**src/rtl/lvw3d_pkg.sv**
```systemverilog
// Package for the 3D line voxel walker: coordinate widths, beat structs and codes.
// No dependencies; imported by every file in the block.
package lvw3d_pkg;

   localparam int COORD_BITS = 16;
   localparam int DELTA_BITS = COORD_BITS + 1;
   localparam int ERR_BITS   = COORD_BITS + 3;
   localparam int NUM_AXES   = 3;

   typedef logic signed [COORD_BITS-1:0] coord_type;
   typedef logic        [DELTA_BITS-1:0] delta_type;
   typedef logic signed [ERR_BITS-1:0]   err_type;

   typedef enum logic {
      KIND_START = 1'b0,
      KIND_STEP  = 1'b1
   } kind_type;

   typedef enum logic [1:0] {
      AXIS_X = 2'd0,
      AXIS_Y = 2'd1,
      AXIS_Z = 2'd2
   } axis_type;

   typedef struct packed {
      kind_type  kind;
      coord_type start_x;
      coord_type start_y;
      coord_type start_z;
      coord_type end_x;
      coord_type end_y;
      coord_type end_z;
   } req_type;

   typedef struct packed {
      coord_type point_x;
      coord_type point_y;
      coord_type point_z;
      logic      last;
   } rsp_type;

endpackage

```
**src/rtl/line_voxel_walker_3d.sv**
```systemverilog
// Streams the voxels of a 3D Bresenham line, one voxel per accepted beat.
// Throughput is one beat per cycle while req_stall is low: a start or step beat
// is worked out combinationally from the walk registers and is registered into
// the result register, or into the skid register behind it while the result side stalls.
// That skid register lets the request side keep going for one beat after the
// result side stalls; req_stall rises only while it is occupied. A start beat
// always yields the start point; a step beat yields the next voxel while a line
// is in progress and nothing otherwise. The endpoint carries last.
// Depends on lvw3d_pkg.
module line_voxel_walker_3d
   import lvw3d_pkg::*;
(
   input  logic    clock,
   input  logic    reset,
   input  logic    req_valid,
   output logic    req_stall,
   input  req_type req_data,
   output logic    rsp_valid,
   input  logic    rsp_stall,
   output rsp_type rsp_data
);

   // walk state
   logic      active_ff,  active_in;
   coord_type cur_ff      [NUM_AXES];
   coord_type cur_in      [NUM_AXES];
   delta_type abs_ff      [NUM_AXES];
   delta_type abs_in      [NUM_AXES];
   logic [NUM_AXES-1:0] signs_ff, signs_in;
   axis_type  drive_ff,   drive_in;
   coord_type drive_end_ff, drive_end_in;
   err_type   err_a_ff,   err_a_in;
   err_type   err_b_ff,   err_b_in;

   // result register and skid
   logic      rsp_valid_ff,  rsp_valid_in;
   rsp_type   rsp_data_ff,   rsp_data_in;
   logic      skid_valid_ff, skid_valid_in;
   rsp_type   skid_data_ff,  skid_data_in;

   logic      accept;
   logic      produce;
   rsp_type   result;

   // start-path signals
   coord_type st_s [NUM_AXES];
   coord_type st_e [NUM_AXES];
   logic signed [DELTA_BITS-1:0] st_diff [NUM_AXES];
   delta_type st_abs [NUM_AXES];
   logic [NUM_AXES-1:0] st_signs;
   axis_type  st_drive;
   delta_type st_dd, st_da, st_db;
   coord_type st_end;

   // step-path signals
   delta_type sp_dd, sp_da, sp_db;
   logic      ea_ge, eb_ge;
   logic [NUM_AXES-1:0] sp_move;
   coord_type sp_cur [NUM_AXES];
   coord_type sp_drive_new;
   err_type   sp_err_a, sp_err_b;

   assign accept  = req_valid && !req_stall;
   assign produce = accept && (req_data.kind == KIND_START || active_ff);

   // ---- start: deltas, signs, driving axis
   always_comb begin
      st_s[0] = req_data.start_x;
      st_s[1] = req_data.start_y;
      st_s[2] = req_data.start_z;
      st_e[0] = req_data.end_x;
      st_e[1] = req_data.end_y;
      st_e[2] = req_data.end_z;
      for (int i = 0; i < NUM_AXES; i++) begin
         st_diff[i]  = DELTA_BITS'(st_e[i]) - DELTA_BITS'(st_s[i]);
         st_signs[i] = !st_diff[i][DELTA_BITS-1] && (st_diff[i] != '0);
         st_abs[i]   = st_diff[i][DELTA_BITS-1] ? delta_type'(-st_diff[i])
                                                : delta_type'(st_diff[i]);
      end
      if (st_abs[0] >= st_abs[1] && st_abs[0] >= st_abs[2]) begin
         st_drive = AXIS_X;
      end else if (st_abs[1] >= st_abs[2]) begin
         st_drive = AXIS_Y;
      end else begin
         st_drive = AXIS_Z;
      end
      case (st_drive)
         AXIS_X: begin
            st_dd = st_abs[0]; st_da = st_abs[1]; st_db = st_abs[2]; st_end = st_e[0];
         end
         AXIS_Y: begin
            st_dd = st_abs[1]; st_da = st_abs[0]; st_db = st_abs[2]; st_end = st_e[1];
         end
         default: begin
            st_dd = st_abs[2]; st_da = st_abs[0]; st_db = st_abs[1]; st_end = st_e[2];
         end
      endcase
   end

   // ---- step: move driving axis, minor axes where their error is non-negative
   always_comb begin
      ea_ge = !err_a_ff[ERR_BITS-1];
      eb_ge = !err_b_ff[ERR_BITS-1];
      case (drive_ff)
         AXIS_X: begin
            sp_dd = abs_ff[0]; sp_da = abs_ff[1]; sp_db = abs_ff[2];
            sp_move = {eb_ge, ea_ge, 1'b1};
         end
         AXIS_Y: begin
            sp_dd = abs_ff[1]; sp_da = abs_ff[0]; sp_db = abs_ff[2];
            sp_move = {eb_ge, 1'b1, ea_ge};
         end
         default: begin
            sp_dd = abs_ff[2]; sp_da = abs_ff[0]; sp_db = abs_ff[1];
            sp_move = {1'b1, eb_ge, ea_ge};
         end
      endcase
      for (int i = 0; i < NUM_AXES; i++) begin
         if (sp_move[i]) begin
            sp_cur[i] = signs_ff[i] ? cur_ff[i] + coord_type'(1) : cur_ff[i] - coord_type'(1);
         end else begin
            sp_cur[i] = cur_ff[i];
         end
      end
      case (drive_ff)
         AXIS_X:  sp_drive_new = sp_cur[0];
         AXIS_Y:  sp_drive_new = sp_cur[1];
         default: sp_drive_new = sp_cur[2];
      endcase
      sp_err_a = err_a_ff + err_type'({sp_da, 1'b0})
                 - (ea_ge ? err_type'({sp_dd, 1'b0}) : err_type'(0));
      sp_err_b = err_b_ff + err_type'({sp_db, 1'b0})
                 - (eb_ge ? err_type'({sp_dd, 1'b0}) : err_type'(0));
   end

   // ---- next walk state and result
   always_comb begin
      active_in    = active_ff;
      cur_in       = cur_ff;
      abs_in       = abs_ff;
      signs_in     = signs_ff;
      drive_in     = drive_ff;
      drive_end_in = drive_end_ff;
      err_a_in     = err_a_ff;
      err_b_in     = err_b_ff;
      if (accept && req_data.kind == KIND_START) begin
         cur_in       = st_s;
         abs_in       = st_abs;
         signs_in     = st_signs;
         drive_in     = st_drive;
         drive_end_in = st_end;
         err_a_in     = err_type'({st_da, 1'b0}) - err_type'(st_dd);
         err_b_in     = err_type'({st_db, 1'b0}) - err_type'(st_dd);
         active_in    = (st_dd != '0);
      end else if (accept && active_ff) begin
         cur_in    = sp_cur;
         err_a_in  = sp_err_a;
         err_b_in  = sp_err_b;
         active_in = (sp_drive_new != drive_end_ff);
      end
      result.point_x = cur_in[0];
      result.point_y = cur_in[1];
      result.point_z = cur_in[2];
      result.last    = !active_in;
   end

   // ---- result register with skid
   always_comb begin
      rsp_valid_in  = rsp_valid_ff;
      rsp_data_in   = rsp_data_ff;
      skid_valid_in = skid_valid_ff;
      skid_data_in  = skid_data_ff;
      if (!rsp_valid_ff || !rsp_stall) begin
         if (skid_valid_ff) begin
            rsp_valid_in  = 1'b1;
            rsp_data_in   = skid_data_ff;
            skid_valid_in = 1'b0;
         end else begin
            rsp_valid_in = produce;
            rsp_data_in  = result;
         end
      end else if (produce) begin
         // result side stalled: park the beat
         skid_valid_in = 1'b1;
         skid_data_in  = result;
      end
   end

   always_ff @(posedge clock) begin
      if (reset) begin
         active_ff     <= 1'b0;
         drive_ff      <= AXIS_X;
         rsp_valid_ff  <= 1'b0;
         skid_valid_ff <= 1'b0;
      end else begin
         active_ff     <= active_in;
         drive_ff      <= drive_in;
         rsp_valid_ff  <= rsp_valid_in;
         skid_valid_ff <= skid_valid_in;
      end
   end

   always_ff @(posedge clock) begin
      cur_ff       <= cur_in;
      abs_ff       <= abs_in;
      signs_ff     <= signs_in;
      drive_end_ff <= drive_end_in;
      err_a_ff     <= err_a_in;
      err_b_ff     <= err_b_in;
      rsp_data_ff  <= rsp_data_in;
      skid_data_ff <= skid_data_in;
   end

   assign req_stall = skid_valid_ff;
   assign rsp_valid = rsp_valid_ff;
   assign rsp_data  = rsp_data_ff;

endmodule

```
**config.mk**
```make
export PLATFORM = sky130hd
export DESIGN_NAME = line_voxel_walker_3d
export DESIGN_NICKNAME = d
export VERILOG_FILES = /design/src/rtl/lvw3d_pkg.sv /design/src/rtl/line_voxel_walker_3d.sv
export SDC_FILE = /design/constraint.sdc
export NUM_CORES = 1
export LEC_CHECK = 0
export BUFFER_PORTS_ARGS = -buffer_cell sky130_fd_sc_hd__buf_2
export CAP_MARGIN = 10
export CORE_ASPECT_RATIO = 1.25
export CORE_MARGIN = 2
export CORE_UTILIZATION = 50
export DETAILED_ROUTE_END_ITERATION = 10
export PLACE_DENSITY = 0.8
export SLEW_MARGIN = 15
export SYNTH_ARGS = -nofsm -noshare
export SYNTH_HDL_FRONTEND = slang
export SYNTH_SLANG_ARGS = --single-unit
```
**constraint.sdc**
```tcl
create_clock -name clock -period 15.7 [get_ports clock]
set_input_delay 1.57 -clock clock [delete_from_list [all_inputs] [get_ports clock]]
set_output_delay 1.57 -clock clock [all_outputs]
set_load 0.01 [all_outputs]
```
==> out/results.ini <==
[run]
maxCapViolCount = 0

[place]
io_buffer_count = 151
gp_congestion = 1.01
post-dp-hpwl_mm = 56.5
placed_cells = 3225
placed_area_mm2 = 0.0242

[die]
dieArea_mm2 = 0.0475
die_width_um = 195
io_pins = 152
num_rows = 87
start_util = 0.507
core_area_mm2 = 0.0452
die_y_um = 243

[global_routing]
antenna_found_initial = 3
grt_pass1_wl_mm = 112
grt_util_all_layers = 0.300
grt_pass1_vias = 20200
grt_max_degree = 85
overflow = 0

[clocking]
cts_made_buffers = 28
clockBufferDepth = 3
cts.sinks = 257
cts-root-buf = clkbuf_16
cts_hold_buf = 0
post_cts_buffers = 0
cts_tree = built
htreeDepth = 1
ctsResizeCount = 0
clkTransAtPathRegs_ns = 0.07
clk-insertion-delay-late_ns = 0.57

[critical_path]
critPathKind = input pin to flop
critPathLaunch = req_data[32]
cp-end-kind = flop
cp_slowest_cell = o21ai_0
arrival_ns = 9.89
worstPathMaxFanout = 61
max_stage_delay_ns = 0.85
cp.required_ns = 16.01
worst_setup_path_start_kind = input pin
rr_startpoint = drive_ff[1]

[route]
vias = 20200
drc = 0
first_pass_iters = 6
ant_nets = 0
totalWireLength_mm = 72.3
avgRoutedWirePerCell_um = 22.0
drtIter0Drc = 1543
viasPerCell = 6.15

[yosys]
synth_compound_area_frac = 0.195
synth-xor-area-share = 0.0655
ys.flop_type = edfxtp_1
synth_seq_cells = 257
yosys.area_share.simple = 0.141
synth_fa_ha_area_frac = 0.148
netlist-cell-type-count = 104
ys_seq_area_frac = 0.314
synth_area_mm2 = 0.0229
yosys_warnings = 0
synth_top_family_by_area = compound AO/OA/AOI/OAI gates
synth_edf_count = 204
async_flop_share = 0
syn-num-nets = 2914
syn_inst = 2569
synth_area_per_cell_um2 = 8.91
synth_mux_area_frac = 0.0751

[sta]
min_period_ns = 9.58
slew_viol_final = 0
worst_clock_skew_ns = 0.0281
setup_viol = 0
rsz0062_at_grt = false
max_slew_margin = 0.321
clock.fmax_ghz = 0.104
worstMarginPinSlew_ns = 1.01
final_hold_viol_count = 0
finalCritPeriodShare = 0.610
setup-tns-final_ns = 0

[hold_path]
hold_path_class = flop to flop
worstHoldStart = cur_ff[7]

[layout]
design_area_mm2 = 0.0251
layout-area-overhead-vs-synth_pct = 9.70
nNetsFinal = 3022
drive_above_1_share = 0.122
layoutNonFillerInstCount = 3277

[pwr]
pwr_density_cell_mw_per_mm2 = 257
irDropWorstVdd_mv = 0.143
leakage_nw = 11.1

[status]
status = complete, no violations

==> synth_stat cells (14+ instances only) <==
cell      instances  area share
a211oi_1         18      0.0059
a21boi_0         25      0.0082
a21o_1           41       0.013
a21oi_1         189       0.041
a22oi_1          20      0.0066
a31oi_1          26      0.0071
and3_1           20      0.0055
clkbuf_1         72       0.012
dfxtp_1          53       0.046
edfxtp_1        204        0.27
fa_1             42       0.037
ha_1            202        0.11
inv_1           266       0.044
mux2_2           55       0.027
mux2i_1         110       0.048
nand2_1         193       0.032
nand2b_1         23      0.0063
nand3_1          41      0.0090
nand4_1          16      0.0044
nor2_1          216       0.035
nor2b_1          29      0.0079
nor3_1           41      0.0090
o211ai_1         15      0.0049
o21a_1           30      0.0098
o21ai_0         184       0.040
o31ai_1          14      0.0046
or3_1            19      0.0052
xnor2_1         109       0.042
xor2_1           52       0.020
==> final cells by class <==
| class | count | area [µm²] |
|---|---|---|
| timing repair buffer | 171 | 906 |
| multi-input combinational | 1949 | 14300 |
| antenna | 1 | 2.50 |
| sequential | 257 | 7190 |
| tap | 578 | 723 |
| clock buffer | 31 | 733 |
| clock inverter | 20 | 221 |
| inverter | 270 | 1020 |
| fill | 3891 | 20100 |
==> placed cells by master, fill, tap and decap left out, types with 8 or more instances in the layout <==
master / n
a211oi_1: 18
a21boi_0: 25
a21o_1: 41
a21oi_1: 189
a22oi_1: 20
a31oi_1: 26
and2_1: 11
and3_1: 20
buf_2: 151
buf_4: 20
clkbuf_16: 29
dfxtp_1: 50
edfxtp_1: 204
fa_1: 42
ha_1: 202
inv_1: 266
mux2_2: 55
mux2i_1: 110
nand2_1: 192
nand2b_1: 23
nand3_1: 41
nand4_1: 16
nor2_1: 214
nor2b_1: 29
nor3_1: 41
nor3b_1: 10
o211ai_1: 15
o21a_1: 30
o21ai_0: 184
o21ai_1: 12
o31a_1: 8
o31ai_1: 14
or2_2: 9
or3_1: 19
or4_1: 8
xnor2_1: 109
xor2_1: 52
==> logic make-up after synthesis <==
kind of cell | count (synthesis)
compound gates | 691
xor+xnor | 166
fa+ha+maj | 247
buf+inv | 363
flops | 257
mux | 165
simple gates | 680
==> worst max-delay path, delay by kind of cell <==
family	cells	cell delay, ns
compound gates	15	3.76
fa+ha+maj	5	1.39
buf+inv	3	0.49
mux	1	0.31
simple gates	10	2.33
==> state kept, by name, indices dropped and copies added, names as in the netlist, 2 cells and up <==
register	flops
abs_ff	51
cur_ff	48
drive_end_ff	16
drive_ff	2
err_a_ff	18
err_b_ff	18
rsp_data	49
signs_ff	3
skid_data_ff	49
==> through the flow <==
stage	hold slack (ns)	power [mW]	utilization	setup WS [ns]
final	0.539	6.45	0.556	6.12
after global routing	0.564	6.97	0.556	5.50
after CTS	0.531	6.40	0.556	6.28
after detailed placement	0.522	5.66	0.535	5.69
after global placement	0.513	5.54	0.535	5.76
after floorplan	0.485	4.52	-	6.94
==> where the power goes <==
part           total (mW)  switching (mW)  leakage [nW]  internal (mW)
sequential           1.10          0.0879          2.41           1.01
combinational        4.67            2.83          8.21           1.84
clock               0.691           0.299         0.448          0.391
total                6.45            3.21          11.1           3.24
==> worst paths after layout <==
kind	to	depth (start not counted)	slack, ns
worst max-delay path	err_b_ff[10]	34	6.12
worst min-delay path	cur_ff[7]	2	0.54
worst max register to register	err_b_ff[18]	25	8.97
worst min register to register	cur_ff[7]	2	0.54
==> routing by layer <==
| layer | part of all wire | track usage |
|---|---|---|
| met3 | 0.057 | 0.0316 |
| met1 | 0.38 | 0.344 |
| met5 | 0.00035 | 0 |
| met4 | 0.078 | 0.203 |
| met2 | 0.49 | 0.527 |
Note: power is estimated with default switching activity, not from simulation.
